--- src/lfu_pkg.sv ---
// Shared widths, reset values and update codes for the LFU cache.
`timescale 1ns / 1ps
package lfu_pkg;

  localparam int KeyW   = 32;
  localparam int ValW   = 32;
  localparam int CountW = 16;
  localparam int CfgW   = 5;

  localparam int EntriesDef = 16;

  localparam logic [CfgW-1:0] LimitRst = CfgW'(16);

  typedef enum logic [1:0] {
    UPD_NONE    = 2'd0,
    UPD_HIT     = 2'd1,
    UPD_REPLACE = 2'd2,
    UPD_INSERT  = 2'd3
  } upd_kind_e;

endpackage

--- src/lfu_cell.sv ---
// One cache slot: holds an entry, joins the lookup wave and applies the broadcast update.
`timescale 1ns / 1ps
module lfu_cell
  import lfu_pkg::*;
#(
  parameter int RankW = 4
) (
  input  logic clk_i,
  input  logic rst_ni,
  input  logic [1+KeyW+1+ValW+RankW+1+CountW+RankW+1-1:0] wave_i,
  output logic [1+KeyW+1+ValW+RankW+1+CountW+RankW+1-1:0] wave_o,
  input  logic [2+1+RankW+KeyW+ValW-1:0]                  upd_i
);

  typedef struct packed {
    logic              act;
    logic [KeyW-1:0]   key;
    logic              hit;
    logic [ValW-1:0]   hval;
    logic [RankW-1:0]  hrank;
    logic              vfound;
    logic [CountW-1:0] vcount;
    logic [RankW-1:0]  vrank;
    logic              taken;
  } wave_t;

  typedef struct packed {
    upd_kind_e        kind;
    logic             wr;
    logic [RankW-1:0] sel;
    logic [KeyW-1:0]  key;
    logic [ValW-1:0]  val;
  } upd_t;

  wave_t wave_in, wave_d, wave_q;
  upd_t  upd;

  logic              valid_q, valid_d;
  logic              claim_q, claim_d;
  logic [KeyW-1:0]   key_q, key_d;
  logic [ValW-1:0]   val_q, val_d;
  logic [CountW-1:0] cnt_q, cnt_d;
  logic [RankW-1:0]  rank_q, rank_d;
  logic              sel_me, older;

  assign wave_in = wave_t'(wave_i);
  assign upd     = upd_t'(upd_i);
  assign wave_o  = wave_q;

  always_comb begin
    wave_d  = wave_in;
    claim_d = claim_q;
    if (wave_in.act) begin
      claim_d = !valid_q && !wave_in.taken;
      if (valid_q) begin
        if (key_q == wave_in.key) begin
          wave_d.hit   = 1'b1;
          wave_d.hval  = val_q;
          wave_d.hrank = rank_q;
        end
        if (!wave_in.vfound || (cnt_q < wave_in.vcount) ||
            ((cnt_q == wave_in.vcount) && (rank_q > wave_in.vrank))) begin
          wave_d.vfound = 1'b1;
          wave_d.vcount = cnt_q;
          wave_d.vrank  = rank_q;
        end
      end else begin
        wave_d.taken = 1'b1;
      end
    end
  end

  assign sel_me = valid_q && (rank_q == upd.sel);
  assign older  = valid_q && (rank_q < upd.sel);

  always_comb begin
    valid_d = valid_q;
    key_d   = key_q;
    val_d   = val_q;
    cnt_d   = cnt_q;
    rank_d  = rank_q;
    unique case (upd.kind)
      UPD_HIT: begin
        if (sel_me) begin
          cnt_d  = (cnt_q == '1) ? cnt_q : cnt_q + 1'b1;
          rank_d = '0;
          if (upd.wr) begin
            val_d = upd.val;
          end
        end else if (older) begin
          rank_d = rank_q + 1'b1;
        end
      end
      UPD_REPLACE: begin
        if (sel_me) begin
          key_d  = upd.key;
          val_d  = upd.val;
          cnt_d  = CountW'(1);
          rank_d = '0;
        end else if (older) begin
          rank_d = rank_q + 1'b1;
        end
      end
      UPD_INSERT: begin
        if (claim_q) begin
          valid_d = 1'b1;
          key_d   = upd.key;
          val_d   = upd.val;
          cnt_d   = CountW'(1);
          rank_d  = '0;
        end else if (valid_q) begin
          rank_d = rank_q + 1'b1;
        end
      end
      default: begin
      end
    endcase
  end

  always_ff @(posedge clk_i or negedge rst_ni) begin
    if (!rst_ni) begin
      valid_q <= 1'b0;
      claim_q <= 1'b0;
      wave_q  <= '0;
    end else begin
      valid_q <= valid_d;
      claim_q <= claim_d;
      wave_q  <= wave_d;
    end
  end

  always_ff @(posedge clk_i) begin
    key_q  <= key_d;
    val_q  <= val_d;
    cnt_q  <= cnt_d;
    rank_q <= rank_d;
  end

endmodule

--- src/lfu_cache_lookup_insert.sv ---
// Top level of the LFU key/value cache: chain of slot cells, sequencer and result register.
//
//   channel | direction | handshake              | payload
//   --------+-----------+------------------------+-------------------------------------
//   in      | input     | in_valid_i/in_ready_o  | mode_i, lookup_key_i, store_value_i
//   out     | output    | out_valid_o/out_ready_i| hit_o, read_value_o, evicted_o
//   cfg     | input     | cfg_valid_i/cfg_ready_o| cfg_data_i (cache_limit)
//
// For each item the lookup wave walks the cell chain one cell per cycle; the sequencer then
// latches the summary from the end of the chain and applies it once the output is free.
// Reset empties the cache at once and sets the limit to 16; no clearing pass.
// A stalled output holds the finished item in the apply step until it is taken.
`timescale 1ns / 1ps
module lfu_cache_lookup_insert
  import lfu_pkg::*;
#(
  parameter int ENTRIES = EntriesDef
) (
  input  logic                   clk_i,
  input  logic                   rst_ni,
  input  logic                   in_valid_i,
  output logic                   in_ready_o,
  input  logic                   mode_i,
  input  logic [KeyW-1:0]        lookup_key_i,
  input  logic signed [ValW-1:0] store_value_i,
  output logic                   out_valid_o,
  input  logic                   out_ready_i,
  output logic                   hit_o,
  output logic signed [ValW-1:0] read_value_o,
  output logic                   evicted_o,
  input  logic                   cfg_valid_i,
  output logic                   cfg_ready_o,
  input  logic [CfgW-1:0]        cfg_data_i
);

  localparam int RankW = (ENTRIES > 1) ? $clog2(ENTRIES) : 1;
  localparam int OccW  = $clog2(ENTRIES + 1);
  localparam int CmpW  = (OccW > CfgW) ? OccW : CfgW;
  localparam int WaveW = 1 + KeyW + 1 + ValW + RankW + 1 + CountW + RankW + 1;
  localparam int UpdW  = 2 + 1 + RankW + KeyW + ValW;

  typedef struct packed {
    logic              act;
    logic [KeyW-1:0]   key;
    logic              hit;
    logic [ValW-1:0]   hval;
    logic [RankW-1:0]  hrank;
    logic              vfound;
    logic [CountW-1:0] vcount;
    logic [RankW-1:0]  vrank;
    logic              taken;
  } wave_t;

  typedef struct packed {
    upd_kind_e        kind;
    logic             wr;
    logic [RankW-1:0] sel;
    logic [KeyW-1:0]  key;
    logic [ValW-1:0]  val;
  } upd_t;

  typedef enum logic [2:0] {
    S_IDLE  = 3'b001,
    S_SCAN  = 3'b010,
    S_APPLY = 3'b100
  } state_e;

  state_e state_q, state_d;

  wave_t           inject, sum_q, sum_d;
  logic [WaveW-1:0] chain [ENTRIES+1];
  logic [ENTRIES:0] act_vec;
  upd_t            upd;

  logic [CfgW-1:0] limit_q;
  logic [OccW-1:0] occ_q, occ_d;
  logic            mode_q;
  logic [ValW-1:0] val_q;
  logic            out_valid_q;
  logic            hit_q;
  logic [ValW-1:0] rdval_q;
  logic            ev_q, ev_d;

  logic            accept, apply, lim_nz, full;
  logic [CmpW-1:0] lim_ext, eff_lim;
  wave_t           tail;

  assign accept = in_valid_i && in_ready_o;
  assign apply  = (state_q == S_APPLY) && (!out_valid_q || out_ready_i);

  assign in_ready_o   = (state_q == S_IDLE);
  assign cfg_ready_o  = 1'b1;
  assign out_valid_o  = out_valid_q;
  assign hit_o        = hit_q;
  assign read_value_o = $signed(rdval_q);
  assign evicted_o    = ev_q;

  always_comb begin
    inject       = '0;
    inject.act   = accept;
    inject.key   = lookup_key_i;
  end

  assign chain[0] = inject;

  for (genvar i = 0; i < ENTRIES; i++) begin : g_cell
    lfu_cell #(
      .RankW (RankW)
    ) u_cell (
      .clk_i  (clk_i),
      .rst_ni (rst_ni),
      .wave_i (chain[i]),
      .wave_o (chain[i+1]),
      .upd_i  (UpdW'(upd))
    );
  end

  for (genvar i = 0; i <= ENTRIES; i++) begin : g_act
    assign act_vec[i] = chain[i][WaveW-1];
  end

  assign tail    = wave_t'(chain[ENTRIES]);
  assign lim_ext = CmpW'(limit_q);
  assign eff_lim = (lim_ext > CmpW'(ENTRIES)) ? CmpW'(ENTRIES) : lim_ext;
  assign lim_nz  = (eff_lim != '0);
  assign full    = (CmpW'(occ_q) >= eff_lim);

  always_comb begin
    state_d = state_q;
    sum_d   = sum_q;
    unique case (state_q)
      S_IDLE: begin
        if (accept) begin
          state_d = S_SCAN;
        end
      end
      S_SCAN: begin
        if (tail.act) begin
          sum_d   = tail;
          state_d = S_APPLY;
        end
      end
      S_APPLY: begin
        if (apply) begin
          state_d = S_IDLE;
        end
      end
      default: begin
        state_d = S_IDLE;
      end
    endcase
  end

  always_comb begin
    upd.kind = UPD_NONE;
    upd.wr   = mode_q;
    upd.sel  = sum_q.hrank;
    upd.key  = sum_q.key;
    upd.val  = val_q;
    ev_d     = 1'b0;
    occ_d    = occ_q;
    if (apply) begin
      if (sum_q.hit) begin
        if (!mode_q || lim_nz) begin
          upd.kind = UPD_HIT;
        end
      end else if (mode_q && lim_nz) begin
        if (full) begin
          upd.kind = UPD_REPLACE;
          upd.sel  = sum_q.vrank;
          ev_d     = 1'b1;
        end else begin
          upd.kind = UPD_INSERT;
          occ_d    = occ_q + 1'b1;
        end
      end
    end
  end

  always_ff @(posedge clk_i or negedge rst_ni) begin
    if (!rst_ni) begin
      state_q     <= S_IDLE;
      limit_q     <= LimitRst;
      occ_q       <= '0;
      out_valid_q <= 1'b0;
    end else begin
      state_q <= state_d;
      occ_q   <= occ_d;
      if (cfg_valid_i && cfg_ready_o) begin
        limit_q <= cfg_data_i;
      end
      if (apply) begin
        out_valid_q <= 1'b1;
      end else if (out_ready_i) begin
        out_valid_q <= 1'b0;
      end
    end
  end

  always_ff @(posedge clk_i) begin
    sum_q <= sum_d;
    if (accept) begin
      mode_q <= mode_i;
      val_q  <= $unsigned(store_value_i);
    end
    if (apply) begin
      hit_q   <= sum_q.hit;
      rdval_q <= (!mode_q && sum_q.hit) ? sum_q.hval : '1;
      ev_q    <= ev_d;
    end
  end

  a_one_wave: assert property (@(posedge clk_i) disable iff (!rst_ni)
    $onehot0(act_vec))
    else $error("more than one lookup wave in the cell chain");

  a_occ_bound: assert property (@(posedge clk_i) disable iff (!rst_ni)
    occ_q <= OccW'(ENTRIES))
    else $error("occupancy beyond capacity");

  a_evict_put_miss: assert property (@(posedge clk_i) disable iff (!rst_ni)
    (apply && ev_d) |-> (mode_q && !sum_q.hit && sum_q.vfound))
    else $error("eviction without a put miss and a victim");

  a_wave_done: assert property (@(posedge clk_i) disable iff (!rst_ni)
    (state_q == S_SCAN && tail.act) |=> (state_q == S_APPLY))
    else $error("sequencer missed the end of the lookup wave");

endmodule
--- config.mk ---
export PLATFORM = sky130hd
export DESIGN_NAME = lfu_cache_lookup_insert
export DESIGN_NICKNAME = d
export VERILOG_FILES = /design/src/lfu_pkg.sv /design/src/lfu_cell.sv /design/src/lfu_cache_lookup_insert.sv
export SDC_FILE = /design/constraint.sdc
export NUM_CORES = 2
export LEC_CHECK = 0
export BUFFER_PORTS_ARGS = -buffer_cell sky130_fd_sc_hd__buf_2
export CORE_UTILIZATION = 25
export CTS_CLUSTER_DIAMETER = 40
export DETAILED_ROUTE_END_ITERATION = 6
export SYNTH_ARGS = -nofsm -noshare
export SYNTH_HDL_FRONTEND = slang
export SYNTH_SLANG_ARGS = --single-unit
--- constraint.sdc ---
create_clock -name clk_i -period 12.69 [get_ports clk_i]
set_input_delay 3.1725 -clock clk_i [delete_from_list [all_inputs] [get_ports clk_i]]
set_output_delay 3.1725 -clock clk_i [all_outputs]
set_load 0.03 [all_outputs]
==> impl_metrics.tcl <==
set metrics [dict create \
    synthDistinctLibCells 57 \
    slew_headroom 0.1979 \
    finalPower_uw 25280 \
    port_buffers 110 \
    synthCells 7339 \
    maxSlewViolCount 0 \
    wirelength_microns 249100 \
    reg2regPathDepth 14 \
    synth_edf_count 1484 \
    worst_slew_pin_slew_ns 1.203 \
    cts-root-buf "clkbuf_16" \
    synthAdderAreaFrac 0.04406 \
    layout_common_cells "dfrtp_1 (1498), edfxtp_1 (1484), mux2_2 (769), xor2_1 (425), ha_1 (404)" \
    grt_pass1_wl_microns 383300 \
    drive_gt1_frac 0.2138 \
    grt_setup_unrepaired "false" \
    drc 10 \
    violations "DRC" \
    htreeDepth 5 \
    end_kind "flop" \
    clockBufferDepth 4 \
    ys_seq_area_frac 0.7104 \
    cp.required_ns 13.19 \
    skew_ns 0.09846 \
    setup_tns_ns 0 \
    synth_ff_type "dfrtp_1" \
    num_vias 57910 \
    ir_worst_vdd_mv 0.1091 \
    max_cap_viol_count 0 \
    period_share 0.5238 \
    timing.fmax_mhz 150.4 \
    period_minus_slack_ns 6.647 \
    cts_tree "yes" \
    crit_fanout 32 \
    nets 8281 \
    ys_seq_elements 2984 \
    placementRows 249 \
    setup_viol 0 \
    dr.pass1.iters 7 \
    ant_nets 0 \
    leakage_uw 0.05479 \
    die_h_microns 681.9 \
    syn_area_sq_mm 0.1156 \
    start_kind "input port" \
    status "finished, violations left" \
    cts_buffers 387 \
    async_reset_ff_frac 0.5027 \
    grt_antenna_before_repair 37 \
    dieArea_sq_mm 0.4650 \
    via_per_inst 4.054 \
    core-area_sq_mm 0.4602 \
    postCtsHoldBufs 0 \
    avgSynthCellArea_sq_um 15.75 \
    fillers 45420 \
    synth_compound_area_frac 0.02450 \
    place_congestion 0.7837 \
    area_growth_pct 19.16 \
    overflow 0 \
    cp.arrival_ns 7.15 \
    hold_start "g_cell[5].u_cell.wave_o[80]" \
    reg2reg_slack_ns 7.55 \
    synth_nets 7821 \
    ctsResizeCount 0 \
    die_w_microns 681.9 \
    clk_latency_ns 0.92 \
    initialDrtViolationCount 3649 \
    hold_path_class "reg -> reg" \
    grt_use_total 0.1062 \
    synth_top_family_by_area "multiplexers" \
    yosys.area_share.simple 0.06256 \
    min_path_cells 0 \
    post_cts_buffers 0 \
    grt_pass1_vias 60320 \
    muxShareOfSynthArea 0.08114 \
    layout_commonest_cell "dfrtp_1" \
    hpwl_microns 171900 \
    grt_max_degree 161 \
    power_density_mw_per_mm2 183.5 \
    ios 112 \
    yosysWarnings 0 \
    initial_utilization 0.2512 \
    clock-sinks 2984 \
    clk_pin_slew_ns 0.06 \
    timing.rr.end "g_cell[0].u_cell.key_q[14]" \
    hold_end "g_cell[6].u_cell.wave_o[80]" \
    wl_per_cell_microns 17.44 \
    synth_xor_area_frac 0.05706 \
    r2r-start "lim_ext[0]" \
    finalHoldViolations 0 \
    path_class "in -> reg" \
]
==> synthesized netlist by cell type, drive strengths merged (2+ instances only) <==
cell     instances  area share
and3            84      0.0045
buf             73      0.0053
nand3b           2     0.00013
mux2i           11     0.00095
a211o            4     0.00030
nor2b           38      0.0021
a21boi          13     0.00084
nand4          150      0.0081
xnor2          328       0.025
a211oi          40      0.0026
nor3b            3     0.00019
nand3          183      0.0079
o21a             3     0.00019
nand2b          61      0.0033
mux2           823       0.080
dfstp            2     0.00045
a21o            15     0.00097
and4            23      0.0017
nor4            82      0.0064
xor2           425       0.032
o2bb2ai         16      0.0012
a41oi           29      0.0022
clkbuf          61      0.0020
ha             407       0.044
a31oi            3     0.00016
or2             18     0.00097
nor3            37      0.0016
o22ai           41      0.0022
a221oi           2     0.00015
nand2          222      0.0072
a311o            3     0.00026
nor2           389       0.013
edfxtp        1484        0.39
inv            400       0.013
o21ai           78      0.0034
a41o             3     0.00026
or3             20      0.0011
and2            55      0.0030
a221o            7     0.00061
a21oi          141      0.0061
or4             16      0.0015
o31a            16      0.0012
o31ai            2     0.00013
o211ai          21      0.0014
dfrtp         1498        0.32
==> per-stage QoR <==
stage | cell area (sq um) | cells | hold WS [ns] | util | setup slack (ns)
3_3_place_gp | 124300 | 13560 | 0.3764 | 0.2701 | 5.195
6_report | 137700 | 14290 | 0.3335 | 0.2993 | 6.043
3_5_place_dp | 124300 | 13560 | 0.3792 | 0.2701 | 5.102
4_1_cts | 137700 | 14280 | 0.3313 | 0.2993 | 6.032
2_1_floorplan | 115600 | 7339 | 0.3718 | - | 4.520
5_1_grt | 137700 | 14290 | 0.3497 | 0.2993 | 5.873
==> kinds of logic (layout without fill, tap and decap cells) <==
group	Yosys count	after routing
adder cells (fa/ha/maj)	407	407
multiplexers	834	834
AND/OR/NAND/NOR	1385	1385
flip-flops	2984	2984
buffers and inverters	534	1328
other	1	5
XOR/XNOR	753	753
AO/OA/AOI/OAI	441	441
==> report_power, final <==
group | switching (uW) | internal (uW)
combinational | 1410 | 1140
sequential | 625 | 11000
clock | 4250 | 6870
==> state kept, by name (all words and copies together), names as in the netlist <==
register and count:
occ_q 5, g_cell.u_cell.cnt_q 256, hit_o 1, mode_q 1
sum_q 73, g_cell.u_cell.claim_q 16, read_value_o 32, val_q 32
g_cell.u_cell.wave_o 1454, state_q 3, g_cell.u_cell.key_q 512, out_valid_o 1
g_cell.u_cell.val_q 512, evicted_o 1, lim_ext 5, g_cell.u_cell.rank_q 64
g_cell.u_cell.valid_q 16
==> how the worst max path moves through the flow <==
stage	startpoint	end	slack, ns
finish	out_ready_i	g_cell[4].u_cell.val_q[3]	6.04
global route	out_ready_i	g_cell[4].u_cell.val_q[12]	5.87
CTS	out_ready_i	g_cell[4].u_cell.val_q[3]	6.03
detailed placement	out_ready_i	g_cell[4].u_cell.val_q[12]	5.10
global placement	out_ready_i	g_cell[4].u_cell.val_q[9]	5.19
floorplan	out_ready_i	g_cell[15].u_cell.key_q[0]	4.52
==> routing by layer <==
metal  wire length [microns]  global-route usage
met4                    6450             0.03038
met2                  122000              0.1808
met3                    9527             0.01569
met5                      36                   0
met1                  111100              0.1400
==> final cells by class <==
class | count | area, sq um | area share
Antenna cell | 4 | 10.01 | 0.00007268
Clock buffer | 483 | 10600 | 0.07696
Clock inverter | 240 | 2841 | 0.02063
Inverter | 400 | 1501 | 0.01090
Multi-Input combinational cell | 3821 | 31600 | 0.2294
Sequential cell | 2984 | 82100 | 0.5961
Tap cell | 6149 | 7694 | 0.05586
Timing Repair Buffer | 205 | 1379 | 0.01001
==> critical path, stage by stage <==
cell and delay [ns]:
buf_2 0.07, nor2b_1 0.06, nand2b_1 0.31, nor2_1 0.59, nand2b_1 0.33, mux2i_2 0.23
buf_4 0.32, ha_1 0.32, and3_1 0.20, and3_1 0.19, o21ai_0 0.91, nor2_4 0.37
(Power assumes the default switching activity.)
